===== config.mk =====
export PLATFORM = sky130hd
export DESIGN_NAME = json_string_unescape
export DESIGN_NICKNAME = d
export VERILOG_FILES = /design/src/hw/rtl/jsu_pkg.sv /design/src/hw/rtl/jsu_front.sv /design/src/hw/rtl/jsu_queue.sv /design/src/hw/rtl/jsu_back.sv /design/src/hw/rtl/json_string_unescape.sv
export SDC_FILE = /design/constraint.sdc
export NUM_CORES = 1
export LEC_CHECK = 0
export BUFFER_PORTS_ARGS = -buffer_cell sky130_fd_sc_hd__buf_2
export CORE_AREA = 2 2 110 112
export CTS_CLUSTER_DIAMETER = 100
export DETAILED_ROUTE_END_ITERATION = 6
export DIE_AREA = 0 0 112 114
export GPL_TIMING_DRIVEN = 0
export HOLD_SLACK_MARGIN = 0.12
export PLACE_DENSITY = 0.81
export SLEW_MARGIN = 20
export SYNTH_ARGS = -nofsm -noshare
export SYNTH_HDL_FRONTEND = slang
export SYNTH_SLANG_ARGS = --single-unit

===== constraint.sdc =====
create_clock -name clock -period 9.1 [get_ports clock]
set_input_delay 0.91 -clock clock [delete_from_list [all_inputs] [get_ports clock]]
set_output_delay 0.91 -clock clock [all_outputs]
set_load 0.1 [all_outputs]

===== src/hw/rtl/jsu_pkg.sv =====
// ----------------------------------------------------------------------------
// jsu_pkg: shared types for the JSON string unescaper
// Decode modes, result status codes, the command handed from the decoder to
// the result sequencer, and the command queue geometry.
// ----------------------------------------------------------------------------
package jsu_pkg;

   typedef enum logic [1:0] {
      MODE_IDLE = 2'd0,
      MODE_STR  = 2'd1,
      MODE_ESC  = 2'd2,
      MODE_HEX  = 2'd3
   } mode_type;

   typedef enum logic [2:0] {
      ST_DATA   = 3'd0,
      ST_CLOSED = 3'd1,
      ST_NOOPEN = 3'd2,
      ST_UNTERM = 3'd3,
      ST_BADHEX = 3'd4
   } status_type;

   // One command covers every result caused by one source byte:
   // n_data data bytes (data[0] first), then an optional status marker.
   typedef struct packed {
      logic [2:0][7:0] data;
      logic [1:0]      n_data;
      logic            has_term;
      status_type      term;
   } cmd_type;

   localparam int QDEPTH  = 4;
   localparam int Q_PTR_W = $clog2(QDEPTH);
   localparam int Q_CNT_W = $clog2(QDEPTH + 1);

endpackage


===== src/hw/rtl/jsu_front.sv =====
// ----------------------------------------------------------------------------
// jsu_front: source byte decoder
// Tracks the string/escape/hex state, assembles \u code points and turns each
// accepted byte that yields results into one command for the result sequencer.
// ----------------------------------------------------------------------------
module jsu_front (
   input  logic             clock,
   input  logic             reset,
   input  logic             req_tvalid,
   output logic             req_tready,
   input  logic [7:0]       req_tdata,
   input  logic             req_tlast,
   input  logic             q_full,
   output logic             push,
   output jsu_pkg::cmd_type cmd
);

   jsu_pkg::mode_type mode_ff, mode_in;
   logic [1:0]        seen_ff, seen_in;
   logic [15:0]       cp_ff, cp_in;
   logic              accept;
   logic [4:0]        hexv;
   logic [15:0]       cp_next;

   function automatic logic [4:0] hex_value(input logic [7:0] b);
      logic [4:0] r;
      r = 5'd0;
      if (b >= 8'h30 && b <= 8'h39) begin
         r = {1'b1, b[3:0]};
      end else if ((b >= 8'h61 && b <= 8'h66) || (b >= 8'h41 && b <= 8'h46)) begin
         r = {1'b1, b[3:0] + 4'd9};
      end
      return r;
   endfunction

   function automatic logic [7:0] map_escape(input logic [7:0] b);
      logic [7:0] r;
      case (b)
         8'h62:   r = 8'h08;
         8'h66:   r = 8'h0C;
         8'h6E:   r = 8'h0A;
         8'h72:   r = 8'h0D;
         8'h74:   r = 8'h09;
         default: r = b;
      endcase
      return r;
   endfunction

   assign req_tready = !q_full;
   assign accept     = req_tvalid && req_tready;
   assign hexv       = hex_value(req_tdata);
   assign cp_next    = {cp_ff[11:0], hexv[3:0]};

   always_comb begin
      mode_in      = mode_ff;
      seen_in      = seen_ff;
      cp_in        = cp_ff;
      cmd          = '0;
      cmd.term     = jsu_pkg::ST_DATA;
      case (mode_ff)
         jsu_pkg::MODE_IDLE: begin
            cmd.has_term = 1'b1;
            if (req_tdata == 8'h22) begin
               if (req_tlast) begin
                  cmd.term = jsu_pkg::ST_UNTERM;
               end else begin
                  cmd.has_term = 1'b0;
                  mode_in      = jsu_pkg::MODE_STR;
               end
            end else begin
               cmd.term = jsu_pkg::ST_NOOPEN;
            end
         end
         jsu_pkg::MODE_STR: begin
            if (req_tdata == 8'h22) begin
               cmd.has_term = 1'b1;
               cmd.term     = jsu_pkg::ST_CLOSED;
               mode_in      = jsu_pkg::MODE_IDLE;
            end else begin
               if (req_tdata == 8'h5C) begin
                  mode_in = jsu_pkg::MODE_ESC;
               end else begin
                  cmd.n_data  = 2'd1;
                  cmd.data[0] = req_tdata;
               end
               if (req_tlast) begin
                  cmd.has_term = 1'b1;
                  cmd.term     = jsu_pkg::ST_UNTERM;
                  mode_in      = jsu_pkg::MODE_IDLE;
               end
            end
         end
         jsu_pkg::MODE_ESC: begin
            if (req_tdata == 8'h75) begin
               mode_in = jsu_pkg::MODE_HEX;
               seen_in = 2'd0;
               cp_in   = 16'd0;
            end else begin
               cmd.n_data  = 2'd1;
               cmd.data[0] = map_escape(req_tdata);
               mode_in     = jsu_pkg::MODE_STR;
            end
            if (req_tlast) begin
               cmd.has_term = 1'b1;
               cmd.term     = jsu_pkg::ST_UNTERM;
               mode_in      = jsu_pkg::MODE_IDLE;
            end
         end
         jsu_pkg::MODE_HEX: begin
            if (!hexv[4]) begin
               cmd.has_term = 1'b1;
               cmd.term     = jsu_pkg::ST_BADHEX;
               mode_in      = jsu_pkg::MODE_IDLE;
            end else if (req_tlast) begin
               cmd.has_term = 1'b1;
               cmd.term     = jsu_pkg::ST_UNTERM;
               mode_in      = jsu_pkg::MODE_IDLE;
            end else begin
               cp_in = cp_next;
               if (seen_ff == 2'd3) begin
                  mode_in = jsu_pkg::MODE_STR;
                  seen_in = 2'd0;
                  // encode the finished code point as UTF-8
                  if (cp_next < 16'h0080) begin
                     cmd.n_data  = 2'd1;
                     cmd.data[0] = cp_next[7:0];
                  end else if (cp_next < 16'h0800) begin
                     cmd.n_data  = 2'd2;
                     cmd.data[0] = 8'hC0 | {3'd0, cp_next[10:6]};
                     cmd.data[1] = 8'h80 | {2'd0, cp_next[5:0]};
                  end else begin
                     cmd.n_data  = 2'd3;
                     cmd.data[0] = 8'hE0 | {4'd0, cp_next[15:12]};
                     cmd.data[1] = 8'h80 | {2'd0, cp_next[11:6]};
                     cmd.data[2] = 8'h80 | {2'd0, cp_next[5:0]};
                  end
               end else begin
                  seen_in = seen_ff + 2'd1;
               end
            end
         end
         default: begin
            mode_in = jsu_pkg::MODE_IDLE;
         end
      endcase
      if (mode_in == jsu_pkg::MODE_IDLE) begin
         seen_in = 2'd0;
         cp_in   = 16'd0;
      end
   end

   assign push = accept && (cmd.has_term || (cmd.n_data != 2'd0));

   always_ff @(posedge clock) begin
      if (reset) begin
         mode_ff <= jsu_pkg::MODE_IDLE;
         seen_ff <= 2'd0;
         cp_ff   <= 16'd0;
      end else if (accept) begin
         mode_ff <= mode_in;
         seen_ff <= seen_in;
         cp_ff   <= cp_in;
      end
   end

   // hex digit count only moves while collecting \u digits
   a_seen_idle: assert property (@(posedge clock) disable iff (reset)
      (mode_ff != jsu_pkg::MODE_HEX) |-> (seen_ff == 2'd0))
      else $error("hex digit count nonzero outside hex mode");

   a_idle_cp: assert property (@(posedge clock) disable iff (reset)
      (mode_ff == jsu_pkg::MODE_IDLE) |-> (cp_ff == 16'd0))
      else $error("code point not cleared while idle");

   a_push_ready: assert property (@(posedge clock) disable iff (reset)
      push |-> !q_full)
      else $error("command pushed into full queue");

endmodule


===== src/hw/rtl/jsu_queue.sv =====
// ----------------------------------------------------------------------------
// jsu_queue: command queue
// Small FIFO between the decoder and the result sequencer so that either
// side can stall without holding up the other.
// ----------------------------------------------------------------------------
module jsu_queue (
   input  logic                    clock,
   input  logic                    reset,
   input  logic                    push,
   input  jsu_pkg::cmd_type        push_cmd,
   input  logic                    pop,
   output jsu_pkg::cmd_type        head_cmd,
   output logic                    not_empty,
   output logic                    full
);

   jsu_pkg::cmd_type                 mem_ff [jsu_pkg::QDEPTH];
   logic [jsu_pkg::Q_PTR_W-1:0]      wr_ptr_ff, wr_ptr_in;
   logic [jsu_pkg::Q_PTR_W-1:0]      rd_ptr_ff, rd_ptr_in;
   logic [jsu_pkg::Q_CNT_W-1:0]      count_ff, count_in;

   assign not_empty = (count_ff != '0);
   assign full      = (count_ff == jsu_pkg::Q_CNT_W'(jsu_pkg::QDEPTH));
   assign head_cmd  = mem_ff[rd_ptr_ff];

   always_comb begin
      wr_ptr_in = push ? wr_ptr_ff + 1'b1 : wr_ptr_ff;
      rd_ptr_in = pop ? rd_ptr_ff + 1'b1 : rd_ptr_ff;
      count_in  = count_ff;
      if (push && !pop) begin
         count_in = count_ff + 1'b1;
      end else if (pop && !push) begin
         count_in = count_ff - 1'b1;
      end
   end

   always_ff @(posedge clock) begin
      if (push) begin
         mem_ff[wr_ptr_ff] <= push_cmd;
      end
   end

   always_ff @(posedge clock) begin
      if (reset) begin
         wr_ptr_ff <= '0;
         rd_ptr_ff <= '0;
         count_ff  <= '0;
      end else begin
         wr_ptr_ff <= wr_ptr_in;
         rd_ptr_ff <= rd_ptr_in;
         count_ff  <= count_in;
      end
   end

   a_no_overflow: assert property (@(posedge clock) disable iff (reset)
      count_ff <= jsu_pkg::Q_CNT_W'(jsu_pkg::QDEPTH))
      else $error("queue count above depth");

   a_no_underflow: assert property (@(posedge clock) disable iff (reset)
      pop |-> not_empty)
      else $error("pop from empty queue");

   a_ptr_gap: assert property (@(posedge clock) disable iff (reset)
      (count_ff == '0) |-> (wr_ptr_ff == rd_ptr_ff))
      else $error("pointers differ while queue is empty");

endmodule


===== src/hw/rtl/jsu_back.sv =====
// ----------------------------------------------------------------------------
// jsu_back: result sequencer
// Holds one command and plays out its data bytes and status marker, one result
// transfer per cycle while rsp_tready is high, flagging the final one with tlast.
// ----------------------------------------------------------------------------
module jsu_back (
   input  logic             clock,
   input  logic             reset,
   input  jsu_pkg::cmd_type head_cmd,
   input  logic             not_empty,
   output logic             pop,
   output logic             rsp_tvalid,
   input  logic             rsp_tready,
   output logic [7:0]       rsp_tdata,
   output logic [2:0]       rsp_tuser,
   output logic             rsp_tlast
);

   jsu_pkg::cmd_type cmd_ff, cmd_in;
   logic             valid_ff, valid_in;
   logic [1:0]       idx_ff, idx_in;
   logic [1:0]       total;
   logic             final_one;
   logic             in_data;

   assign total     = cmd_ff.n_data + {1'b0, cmd_ff.has_term};
   assign final_one = (idx_ff == total - 2'd1);
   assign in_data   = (idx_ff < cmd_ff.n_data);

   always_comb begin
      rsp_tdata = 8'h00;
      rsp_tuser = cmd_ff.term;
      if (in_data) begin
         rsp_tuser = jsu_pkg::ST_DATA;
         case (idx_ff)
            2'd0:    rsp_tdata = cmd_ff.data[0];
            2'd1:    rsp_tdata = cmd_ff.data[1];
            2'd2:    rsp_tdata = cmd_ff.data[2];
            default: rsp_tdata = 8'h00;
         endcase
      end
   end

   assign rsp_tvalid = valid_ff;
   assign rsp_tlast  = final_one;

   // load the next command once the current one has gone out, or when none is held
   assign pop = not_empty && (!valid_ff || (rsp_tready && final_one));

   always_comb begin
      cmd_in   = cmd_ff;
      valid_in = valid_ff;
      idx_in   = idx_ff;
      if (pop) begin
         cmd_in   = head_cmd;
         valid_in = 1'b1;
         idx_in   = 2'd0;
      end else if (valid_ff && rsp_tready) begin
         if (final_one) begin
            valid_in = 1'b0;
            idx_in   = 2'd0;
         end else begin
            idx_in = idx_ff + 2'd1;
         end
      end
   end

   always_ff @(posedge clock) begin
      cmd_ff <= cmd_in;
   end

   always_ff @(posedge clock) begin
      if (reset) begin
         valid_ff <= 1'b0;
         idx_ff   <= 2'd0;
      end else begin
         valid_ff <= valid_in;
         idx_ff   <= idx_in;
      end
   end

   a_nonempty_cmd: assert property (@(posedge clock) disable iff (reset)
      valid_ff |-> (total != 2'd0))
      else $error("held command carries no result");

   a_idx_range: assert property (@(posedge clock) disable iff (reset)
      valid_ff |-> (idx_ff < total))
      else $error("result index past command end");

   a_status_last: assert property (@(posedge clock) disable iff (reset)
      (valid_ff && rsp_tuser != jsu_pkg::ST_DATA) |-> rsp_tlast)
      else $error("status marker not final result of its byte");

endmodule


===== src/hw/rtl/json_string_unescape.sv =====
// ----------------------------------------------------------------------------
// json_string_unescape: JSON string unescaper with UTF-8 output
// Decodes a JSON string from its opening quote, one source byte per transfer,
// into decoded bytes plus closing and error markers.
//
//   Channel  Direction  Payload
//   req_     in         tdata[7:0] source byte, tlast final source byte
//   rsp_     out        tdata[7:0] decoded byte, tuser[2:0] status,
//                       tlast final result of one source byte
//
// One source byte is taken per cycle while the command queue has room.
// Each byte yields zero to three results; the sequencer sends one per
// cycle while rsp_tready is high, so a \u escape (six bytes, up to three
// results) keeps the full rate.
// A stalled rsp_ side fills the four-entry queue, then drops req_tready.
// Synchronous active-high reset returns the decoder to waiting for a quote.
// ----------------------------------------------------------------------------
module json_string_unescape (
   input  logic       clock,
   input  logic       reset,
   input  logic       req_tvalid,
   output logic       req_tready,
   input  logic [7:0] req_tdata,   // [7:0] in_byte
   input  logic       req_tlast,
   output logic       rsp_tvalid,
   input  logic       rsp_tready,
   output logic [7:0] rsp_tdata,   // [7:0] out_byte
   output logic [2:0] rsp_tuser,   // [2:0] out_status
   output logic       rsp_tlast
);

   jsu_pkg::cmd_type push_cmd;
   jsu_pkg::cmd_type head_cmd;
   logic             push;
   logic             pop;
   logic             not_empty;
   logic             q_full;

   jsu_front u_front (
      .clock      (clock),
      .reset      (reset),
      .req_tvalid (req_tvalid),
      .req_tready (req_tready),
      .req_tdata  (req_tdata),
      .req_tlast  (req_tlast),
      .q_full     (q_full),
      .push       (push),
      .cmd        (push_cmd)
   );

   jsu_queue u_queue (
      .clock     (clock),
      .reset     (reset),
      .push      (push),
      .push_cmd  (push_cmd),
      .pop       (pop),
      .head_cmd  (head_cmd),
      .not_empty (not_empty),
      .full      (q_full)
   );

   jsu_back u_back (
      .clock      (clock),
      .reset      (reset),
      .head_cmd   (head_cmd),
      .not_empty  (not_empty),
      .pop        (pop),
      .rsp_tvalid (rsp_tvalid),
      .rsp_tready (rsp_tready),
      .rsp_tdata  (rsp_tdata),
      .rsp_tuser  (rsp_tuser),
      .rsp_tlast  (rsp_tlast)
   );

endmodule


=== After elaboration in Yosys (flattened, before gate mapping) ===
Memories as Yosys holds them, arrays and structs flattened. A register that Yosys moved wholly into a read port is not among the register bits.
Index checks and enable logic that the tools add are counted.

* RAM bits: 120
* Logic and storage cells: 131
* Memories: 1
* Output and inout port bits: 14
* Register bits after elaboration: 26
* Input bits: 13

{| class="wikitable"
|+ Memories
! name !! words !! width !! rd ports !! clocked after memory_dff !! write ports !! line !! source
|-
| u_queue.mem_ff || 4 || 30 || 1 || 1 || 1 || jsu_queue.sv:17 || <nowiki>jsu_pkg::cmd_type mem_ff [jsu_pkg::QDEPTH];</nowiki>
|}

* Mux-type cells: 56
* Reduce and logical (&&, ||, !) cells: 29
* $add $sub $neg: 9
* Magnitude comparators: 9
* Equal/unequal tests: 19

{| class="wikitable"
|+ Operators by type and width
! cell !! count
|-
| 26-bit two-way mux || 3
|-
| 8-bit by 7-bit == test with 1-bit output (second input constant) || 7
|-
| 12-bit two-way mux || 4
|-
| 16-bit two-way mux || 3
|-
| 10-bit two-way mux || 4
|-
| 8-bit one-hot mux with 5 select lines || 1
|-
| 2-bit two-way mux || 17
|-
| 10-bit one-hot mux with 3 select lines || 1
|-
| 12-bit one-hot mux with 2 select lines || 1
|-
| 8-bit one-hot mux with 3 select lines || 1
|-
| 8-bit by 7-bit greater-or-equal comparator with 1-bit output (second input constant) || 2
|-
| 8-bit by 7-bit <= comparator with 1-bit output (second input constant) || 2
|-
| 16-bit by 12-bit less-than comparator with 1-bit output (second input constant) || 1
|-
| 16-bit by 8-bit less-than comparator with 1-bit output (second input constant) || 1
|-
| 8-bit two-way mux || 2
|-
| 4-bit one-hot mux with 4 select lines || 1
|-
| 3-bit two-way mux || 4
|-
| 4-bit two-way mux || 3
|-
| 1-bit logical AND || 10
|-
| 5-bit two-way mux || 2
|-
| 2-bit by 1-bit adder with 2-bit output (second input constant) || 4
|-
| 2-bit == test (second input constant) || 4
|-
| 8-bit by 6-bit == test with 1-bit output (second input constant) || 1
|-
| 8-bit by 6-bit greater-or-equal comparator with 1-bit output (second input constant) || 1
|-
| 23 further kinds || 42
|}

=== Logic depth before layout (Yosys ltp) ===
Gate-level depths: netlist (run 1).

* Word-level depth: 19
* Depth in mapped cells: 13
* Gate-level depth less buffers: 13

=== Cells and area by module ===
From an unflattened synthesis (run 1), not the netlist that was laid out.

* Cells, all modules: 531
* Area, all modules: 7982.7 sq um

{| class="wikitable"
|+ Modules (own cells, without submodules)
! module !! times used !! cells each !! seq. area each (sq um) !! area an instance (sq um)
|-
| jsu_queue || 1 || 200 || 3783.6 || 4758.3
|-
| jsu_front || 1 || 242 || 320.3 || 1834.3
|-
| jsu_back || 1 || 89 || 960.9 || 1390.1
|}

=== Worst setup path before layout (run 1) ===
OpenSTA, ideal clock, no wires.

* Kind: input port to flip-flop
* Start point: input port rsp_tready
* End point: register u_queue.count_ff[2] (netlist bit)
* Stages on the path: 9
* Slack: 5.304 ns
* Data required time: 9.030 ns
* Setup time: 0.070 ns
* Buffers on the path: 0
* Data arrival time: 3.725 ns
* Cell sequence: nand3_1 -> a21oi_1 -> inv_1 -> ha_1 -> inv_1 -> fa_1 -> xor2_1 -> or3_1 -> a21oi_1

* Word-level cells in the longest chain between the ends: 6
* Elaborated cells on any way between the ends: 8
* Those cells by class: 1 x mux; 7 x reduce/logical

{| class="wikitable"
|+ Ends and longest elaborated chain
! item !! line !! source
|-
| from (decl) || json_string_unescape.sv:26 || <nowiki>input logic rsp_tready,</nowiki>
|-
| 1-bit logical AND (*) || jsu_back.sv:48 || <nowiki>assign pop = not_empty && (!valid_ff || (rsp_tready && final_one));</nowiki>
|-
| 1-bit logical OR (*) || jsu_back.sv:48 ||
|-
| 1-bit logical AND (*) || jsu_back.sv:48 ||
|-
| named net pop || json_string_unescape.sv:35 || <nowiki>logic pop;</nowiki>
|-
| 1-bit zero test || jsu_queue.sv:30 || <nowiki>if (push && !pop) begin</nowiki>
|-
| 1-bit logical AND || jsu_queue.sv:30 ||
|-
| 3-bit two-way mux or 2-bit nonzero test (tied branches) || - ||
|-
| to (signal assigned) || jsu_queue.sv:51 || <nowiki>count_ff <= count_in;</nowiki>
|-
| to (decl) || jsu_queue.sv:20 || <nowiki>logic [jsu_pkg::Q_CNT_W-1:0] count_ff, count_in;</nowiki>
|}

The timed path passes the listed nets; every way through them passes the cells marked *.
A chain may end at the register's enable or synchronous reset.

=== Final worst setup path (run 1) ===
* Start point: input port req_tdata[0]
* End point: register u_queue.count_ff[2] (netlist bit)

* Word-level cells in the longest chain between the ends: 18
* Elaborated cells on any way between the ends: 39
* Those cells by class: 1 x add/sub; 8 x order compare; 3 x eq/ne; 16 x mux; 11 x reduce/logical

{| class="wikitable"
|+ Ends and longest elaborated chain
! item !! line !! source
|-
| from (decl) || json_string_unescape.sv:23 || <nowiki>input logic [7:0] req_tdata,</nowiki>
|-
| 8-bit by 7-bit greater-or-equal comparator with 1-bit output or 8-bit by 7-bit <= comparator with 1-bit output (tied branches) || jsu_front.sv:30 || <nowiki>end else if ((b >= 8'h61 && b <= 8'h66) || (b >= 8'h41 && b <= 8'h46)) begin</nowiki>
|-
| 1-bit logical AND || jsu_front.sv:30 ||
|-
| 1-bit logical OR || jsu_front.sv:30 ||
|-
| 5-bit two-way mux || jsu_front.sv:30 ||
|-
| 5-bit two-way mux || jsu_front.sv:28 || <nowiki>if (b >= 8'h30 && b <= 8'h39) begin</nowiki>
|-
| 16-bit by 12-bit less-than comparator with 1-bit output || jsu_front.sv:127 || <nowiki>end else if (cp_next < 16'h0800) begin</nowiki>
|-
| 16-bit two-way mux || jsu_front.sv:127 ||
|-
| 10-bit two-way mux || jsu_front.sv:124 || <nowiki>if (cp_next < 16'h0080) begin</nowiki>
|-
| [... 3 more ...] || - ||
|-
| 10-bit one-hot mux with 3 select lines || jsu_front.sv:60 || <nowiki>case (mode_ff)</nowiki>
|-
| 2-bit nonzero test || jsu_front.sv:152 || <nowiki>assign push = accept && (cmd.has_term || (cmd.n_data != 2'd0));</nowiki>
|-
| 1-bit logical OR (*) || jsu_front.sv:152 ||
|-
| 1-bit logical AND (*) || jsu_front.sv:152 ||
|-
| named net push || json_string_unescape.sv:34 || <nowiki>logic push;</nowiki>
|-
| 1-bit zero test || jsu_queue.sv:32 || <nowiki>end else if (pop && !push) begin</nowiki>
|-
| 1-bit logical AND || jsu_queue.sv:32 ||
|-
| 2-bit nonzero test (no line) || - ||
|}

Marked as above.

==> results_dict.tcl, run 1 <==
set metrics [dict create \
    status "finished, final reports clean" \
    crit_path_cell_trace "buf_2 -> inv_1 -> ha_1 -> o21bai_1 -> a21oi_1 -> a21o_4 -> nand2_4 -> a31oi_4 -> ha_1 -> inv_1 -> fa_1 -> xor2_1 -> or3_1 -> a21oi_1" \
    setup.reg_to_reg.worst_slack_ns 5.94 \
    number_of_antenna_violations_at_the_first_check_in_global_routing 0 \
    yosysUniqueCellTypes 71 \
    power-per-cell-area_nw_per_um2 304.2 \
    clock_sink_count 166 \
    routed-via-count 4598 \
    synth_async_sr_flop_share_pct 0 \
    dieHeight_um 114 \
    final.period_utilization_pct 42.42 \
    post-route-util_pct 71.59 \
    gp_routability_congestion 0.9218 \
    route.top_layer_used "met4" \
    synthDominantAreaCellType "sky130_fd_sc_hd__edfxtp_1" \
    finalCriticalPeriod_ns 3.860 \
    io_count 27 \
    grt_pass1_wl_um 25820 \
    met1Wirelength_um 6528 \
    timing.final.ws_setup_ns 5.240 \
    route.met3.wl_um 1172 \
    yosys.area_share.simple_pct 10.71 \
    post-cts-setup-buffers 0 \
    grt_usage_pct 27.74 \
    clk_root_buffer_cell "sky130_fd_sc_hd__clkbuf_16" \
    routedWlPerCell_um 23.34 \
    report.final.setup_viol 0 \
    most_area_consuming_cells_after_synthesis "sky130_fd_sc_hd__edfxtp_1 57%, sky130_fd_sc_hd__mux4_2 8.6%, sky130_fd_sc_hd__dfxtp_1 7.1%, sky130_fd_sc_hd__ha_1 2.7%, sky130_fd_sc_hd__a21oi_1 2.3%" \
    synth_compound_gate_area_share_pct 8.753 \
    drt-initial-drc-count 446 \
    synth_nets 535 \
    timing.clock.skew_ns 0.01152 \
    place.port_buffers 24 \
    synthXorXnorAreaFrac_pct 1.263 \
    synth_top_family_by_area "simple AND/OR/NAND/NOR gates" \
    start_util_pct 62.62 \
    timing_max_transition_violations_final 0 \
    grt_overflow 0 \
    grt_pass1_vias 4593 \
    worst_slew_margin_rel_pct 38.69 \
    drc 0 \
    post_synth_instance_area_um2 7333 \
    met2RoutedLength_um 8576 \
    yosysWarnings 0 \
    grt_start_max_net_pins 24 \
    min-delay-path-class "flop to flop" \
    totalNegativeSetupSlack_ns 0 \
    critical_path_class "input pin to flop" \
    cts_made_buffers 17 \
    peakVddDrop_uv 299.7 \
    tritoncts "yes" \
    path_delay_family "compound AO/OA/AOI/OAI gates" \
    leakagePower_nw 2.895 \
    clk-insertion-delay-late_ns 0.43 \
    max_freq_ghz 0.2591 \
    postCtsResizedCells 0 \
    cts-root-to-sink-buffers 2 \
    clock_tree.htree_level_count 4 \
    synth_enable_flop_cells 140 \
    worst_path_max_delay_cell "sky130_fd_sc_hd__a21oi_1" \
    clk_pin_slew_ns 0.07 \
    area_delta_synth_final_pct 14.33 \
    cpPeakStageDelay_ns 0.51 \
    postCtsHoldBufs 0 \
    cap_viol_max_count 0 \
    dr.pass1.iters 5 \
    seq_area_frac_synth_pct 64.43 \
    nNetsFinal 583 \
    n_antenna_cell 0 \
    dpl.hpwl_um 10730 \
    final_hold_viol_count 0 \
    preCtsSetupSlack_ns 5.012 \
    path_buf_inv 3 \
    mux_cell_area_share_after_synthesis_pct 9.231 \
    synth_adder_area_share_pct 3.003 \
    fp.dieW_um 112 \
    synth-seq-cells 166 \
    core-area_um2 11710 \
    tightest_slew_ns 0.9082 \
    drt-vias-per-instance 6.449 \
    ant_nets 0 \
    rows 40 \
    syn-mean-instance-area_um2 14.52 \
    yosys_most_used_dff "sky130_fd_sc_hd__edfxtp_1" \
    synth_top_area_share_pct 57.33 \
    postSynthCellCount 505 \
    worst_setup_path_start_kind "input pin" \
    floorplan.die_area_um2 12770 \
    rsz0062_at_grt "false" \
    critPathCaptureType "flop" \
    final_layout_size_suffix_gt1_share_pct 22.97 \
    drt_total_wl_um 16640 \
    critical_path_required_ns 9.43 \
    layout.filler_cells 720 \
    critPathArrivalTime_ns 4.19 \
    timing.critical_path.fanout_max 7 \
]
[worst min-delay path: stages (launching register included)]
cell and delay [ns]:
sky130_fd_sc_hd__dfxtp_1 0.33, sky130_fd_sc_hd__nand2_1 0.06, sky130_fd_sc_hd__a21oi_1 0.05
[state kept, by name (all words and copies together) (netlist names)]
name and cells:
u_front.seen_ff 2, u_back.idx_ff 2, u_front.cp_ff 12, u_back.cmd_ff 28
u_queue.mem_ff 112, u_queue.rd_ptr_ff 2, u_queue.wr_ptr_ff 2, u_back.rsp_tvalid 1
u_queue.count_ff 3, u_front.mode_ff 2
[metrics by stage]
stage / power (mW) / hold WS, ns / instances / instance area, µm²
4_1_cts: 2.564 / 0.4784 / 713 / 8384
2_1_floorplan: 1.642 / 0.4356 / 505 / 7333
5_1_grt: 2.636 / 0.5106 / 713 / 8384
6_report: 2.551 / 0.4793 / 713 / 8384
3_3_place_gp: 1.770 / 0.4428 / 676 / 7637
3_5_place_dp: 1.837 / 0.4706 / 681 / 7791
[per-layer routing]
| layer | up-vias | global-route usage [%] |
|---|---|---|
| li1 | 2042 | - |
| met2 | 244 | 47.43 |
| met5 | - | 0 |
| met3 | 38 | 4.463 |
| met1 | 2274 | 36.36 |
| met4 | 0 | 10.73 |
[layout make-up]
| cell class | instances | area [µm²] | share of cell area (%) |
|---|---|---|---|
| inverter | 18 | 67.56 | 0.8058 |
| clock buffer | 17 | 425.4 | 5.074 |
| sequential | 166 | 4725 | 56.35 |
| tap | 147 | 183.9 | 2.194 |
| clock inverter | 15 | 167.7 | 2.000 |
| multi-input combinational | 299 | 2434 | 29.03 |
| buffer | 22 | 123.9 | 1.477 |
| timing repair buffer | 29 | 257.7 | 3.074 |
[cell families (layout without fill, tap and decap cells)]
| family | after synthesis | count (layout) |
|---|---|---|
| flip-flops | 166 | 166 |
| AND/OR/NAND/NOR | 154 | 154 |
| AO/OA/AOI/OAI | 87 | 87 |
| buffers and inverters | 40 | 101 |
| multiplexers | 32 | 32 |
| adder cells (fa/ha/maj) | 17 | 17 |
| XOR/XNOR | 9 | 9 |
[cells in the mapped netlist (3+ instances only)]
master / number
sky130_fd_sc_hd__a21oi_1: 33
sky130_fd_sc_hd__xor2_1: 4
sky130_fd_sc_hd__o22ai_1: 3
sky130_fd_sc_hd__nor2b_1: 5
sky130_fd_sc_hd__a222oi_1: 7
sky130_fd_sc_hd__edfxtp_1: 140
sky130_fd_sc_hd__and3_1: 5
sky130_fd_sc_hd__buf_2: 3
sky130_fd_sc_hd__nor3_1: 5
sky130_fd_sc_hd__clkbuf_1: 8
sky130_fd_sc_hd__inv_1: 18
sky130_fd_sc_hd__a31oi_1: 4
sky130_fd_sc_hd__ha_1: 16
sky130_fd_sc_hd__o221ai_1: 3
sky130_fd_sc_hd__buf_1: 3
sky130_fd_sc_hd__a22oi_1: 4
sky130_fd_sc_hd__dfxtp_1: 26
sky130_fd_sc_hd__nand3_1: 20
sky130_fd_sc_hd__and2_1: 8
sky130_fd_sc_hd__xnor2_1: 4
sky130_fd_sc_hd__nand2b_1: 3
sky130_fd_sc_hd__nand2_1: 40
sky130_fd_sc_hd__nor2_1: 44
sky130_fd_sc_hd__buf_4: 4
sky130_fd_sc_hd__o21ai_0: 11
sky130_fd_sc_hd__mux4_2: 28
[worst paths after layout]
path                            from                  end  cells after the start
setup / recovery        req_tdata[0]  u_queue.count_ff[2]                     14
hold / removal      u_front.cp_ff[9]     u_front.cp_ff[9]                      2
setup reg to reg  u_front.mode_ff[1]  u_queue.count_ff[2]                     12
hold reg to reg     u_front.cp_ff[9]     u_front.cp_ff[9]                      2
[report_power, final]
group	switching, mW	internal [mW]
combinational	0.580	0.227
clock	0.300	0.410
sequential	0.0529	0.981
[layout by cell type (no fill, tap or decap), types with 6 or more instances in the layout]
master and n:
sky130_fd_sc_hd__a21oi_1 32, sky130_fd_sc_hd__a222oi_1 7, sky130_fd_sc_hd__and2_2 6, sky130_fd_sc_hd__buf_2 27
sky130_fd_sc_hd__clkbuf_1 8, sky130_fd_sc_hd__clkbuf_16 17, sky130_fd_sc_hd__dfxtp_1 26, sky130_fd_sc_hd__edfxtp_1 140
sky130_fd_sc_hd__ha_1 16, sky130_fd_sc_hd__inv_1 18, sky130_fd_sc_hd__mux4_2 28, sky130_fd_sc_hd__nand2_1 40
sky130_fd_sc_hd__nand3_1 20, sky130_fd_sc_hd__nor2_1 44, sky130_fd_sc_hd__o21ai_0 11
Note: power is estimated with default switching activity, not from simulation.
==> run 2: changes to the inputs <==
--- a/config.mk
+++ b/config.mk
@@ -6,13 +6,13 @@
 export NUM_CORES = 1
 export LEC_CHECK = 0
 export BUFFER_PORTS_ARGS = -buffer_cell sky130_fd_sc_hd__buf_2
-export CORE_AREA = 2 2 110 112
+export CORE_AREA = 2 2 118 120
 export CTS_CLUSTER_DIAMETER = 100
 export DETAILED_ROUTE_END_ITERATION = 6
-export DIE_AREA = 0 0 112 114
+export DIE_AREA = 0 0 120 122
 export GPL_TIMING_DRIVEN = 0
 export HOLD_SLACK_MARGIN = 0.12
-export PLACE_DENSITY = 0.81
+export PLACE_DENSITY = 0.75
 export SLEW_MARGIN = 20
 export SYNTH_ARGS = -nofsm -noshare
 export SYNTH_HDL_FRONTEND = slang
==> constraint.sdc (replaced) <==
create_clock -name clock -period 3.3 [get_ports clock]
set_input_delay 0.33 -clock clock [delete_from_list [all_inputs] [get_ports clock]]
set_output_delay 0.33 -clock clock [all_outputs]
set_load 0.1 [all_outputs]
==> run 2 against run 1 <==
  * Core utilization is 9.5 points lower
  * Count of clock-buffer cells in the layout increased by 4
  * Sequential cell count stayed put
  * Setup slack lost 5.0 ns
  * Routed wire length fell by 8.8%
  * Final cell count up 4.6%
  * Sequential share of layout area is essentially flat
  * Via count down 4.6%
  * Worst hold slack lost 0.33 ns
  * Final area about the same
  * Critical endpoint unchanged
  * Largest power group unchanged
==> results_dict.tcl, run 2 (synthesis gave the netlist of run 1 again) <==
set metrics [dict create \
    clk-insertion-delay-late_ns 0.42 \
    status "finished, final reports clean" \
    tightest_slew_ns 1.089 \
    routed-via-count 4386 \
    timing.clock.skew_ns 0.007842 \
    critPathCaptureType "flop" \
    drt-initial-drc-count 419 \
    critical_path_required_ns 3.65 \
    routedWlPerCell_um 20.34 \
    finalCriticalPeriod_ns 3.043 \
    leakagePower_nw 2.899 \
    max_freq_ghz 0.3286 \
    post-route-util_pct 62.13 \
    start_util_pct 54.30 \
    timing.hold.ws_ns 0.1487 \
    clk_pin_slew_ns 0.06 \
    grt_usage_pct 22.44 \
    largest_register_ffs 112 \
    fp.dieW_um 120 \
    layout.cells.most_common_list "140 x sky130_fd_sc_hd__edfxtp_1, 44 x sky130_fd_sc_hd__nor2_1, 40 x sky130_fd_sc_hd__nand2_1" \
    peakVddDrop_uv 410.8 \
    timing.critical_path.fanout_max 7 \
    rows 43 \
    number_of_antenna_violations_at_the_first_check_in_global_routing 0 \
    final.period_utilization_pct 92.21 \
    grt_pass1_wl_um 24130 \
    worst_slew_margin_rel_pct 26.46 \
    worst_setup_path_start_kind "input pin" \
    regArea_um2 4725 \
    net-switching-power_mw 2.468 \
    final_common_cell "sky130_fd_sc_hd__edfxtp_1" \
    seqPwrFrac_pct 41.0 \
    share_of_power_burned_in_combinational_logic_pct 31.3 \
    min-delay-path-class "input pin to flop" \
    critPathArrivalTime_ns 3.39 \
    registers.top_by_ff_count "u_queue.mem_ff" \
    dieHeight_um 122 \
    power_mw 6.890 \
    dpl.hpwl_um 10220 \
    totalNegativeSetupSlack_ns 0 \
    post-cts-setup-buffers 0 \
    final_hold_viol_count 0 \
    grt_pass1_vias 4441 \
    rsz0062_at_grt "false" \
    top_regs "u_queue.mem_ff (112), u_back.cmd_ff (28), u_front.cp_ff (12)" \
    cap_viol_max_count 0 \
    grt_overflow 0 \
    worst_path_max_delay_cell "sky130_fd_sc_hd__a21oi_1" \
    p_sw_share_pct 35.82 \
    postCtsHoldBufs 0 \
    floorplan.die_area_um2 14640 \
    io_count 27 \
    crit_path_cell_trace "buf_2 -> inv_1 -> ha_1 -> o21bai_1 -> a21oi_1 -> a21o_4 -> nand2_4 -> a31oi_4 -> ha_1 -> inv_1 -> fa_1 -> xor2_1 -> or3_1 -> a21oi_1" \
    area_delta_synth_final_pct 14.42 \
    cpPeakStageDelay_ns 0.49 \
    ant_nets 0 \
    grt_start_max_net_pins 28 \
    tritoncts "yes" \
    gp_routability_congestion 0.8941 \
    area_occupied_by_multi_input_gates_um2 2434 \
    postCtsResizedCells 0 \
    clock_sink_count 166 \
    clock_tree.htree_level_count 4 \
    drt_total_wl_um 15170 \
    nNetsFinal 583 \
    power-per-cell-area_nw_per_um2 821.2 \
    post_place_cell_area_um2 7802 \
    path_delay_family "compound AO/OA/AOI/OAI gates" \
    path_buf_inv 3 \
    cts_made_buffers 17 \
    core-area_um2 13500 \
    dr.pass1.iters 5 \
    clk_root_buffer_cell "sky130_fd_sc_hd__clkbuf_16" \
    place.port_buffers 24 \
    layout.filler_cells 993 \
    final_layout_size_suffix_gt1_share_pct 22.97 \
    timing_max_transition_violations_final 0 \
    cts-root-to-sink-buffers 2 \
    p_clk_share_pct 27.7 \
    drc 0 \
    n_antenna_cell 0 \
    report.final.setup_viol 0 \
    internal-power_mw 4.422 \
    design_area_final_um2 8391 \
    drt-vias-per-instance 5.879 \
    critical_path_class "input pin to flop" \
]
[run 2: worst paths after layout]
path / to / depth (start not counted) / startpoint / slack, ns
worst max-delay path: u_queue.count_ff[2] / 14 / req_tdata[0] / 0.26
worst min-delay path: u_front.mode_ff[0] / 2 / reset / 0.15
worst max register to register: u_queue.count_ff[2] / 12 / u_front.mode_ff[1] / 0.40
worst min register to register: u_front.seen_ff[1] / 2 / u_front.seen_ff[1] / 0.46
[run 2: through the flow]
stage	std cells	worst slack, ns
3_5_place_dp	714	-0.1365
2_1_floorplan	505	0.2945
6_report	746	0.2572
5_1_grt	746	0.1096
4_1_cts	746	0.2907
3_3_place_gp	709	-0.3258
[run 2: area by class of cell]
type	instances	area share (%)
Multi-Input combinational cell	299	29.00
Inverter	18	0.8052
Clock buffer	21	5.995
Tap cell	180	2.684
Buffer	22	1.476
Timing Repair Buffer	29	2.714
Clock inverter	11	1.014
Sequential cell	166	56.31
[run 2: layer usage]
| layer | vias up | global-route usage (%) | part of all wire (%) |
|---|---|---|---|
| met5 | - | 0 | 0 |
| met4 | 0 | 7.794 | 2.2 |
| met3 | 25 | 5.150 | 5.7 |
| met2 | 162 | 36.75 | 49 |
| met1 | 2163 | 29.82 | 43 |
| li1 | 2036 | - | - |
[run 2: power groups by stage]
stage / registers, mW / logic [mW] / clock network (mW)
after floorplan: 2.86 / 1.66 / 0
after global placement: 2.85 / 2.03 / 0
after detailed placement: 2.87 / 2.17 / 0
after CTS: 2.83 / 2.18 / 1.93
after global routing: 2.86 / 2.29 / 2.03
final: 2.83 / 2.16 / 1.91
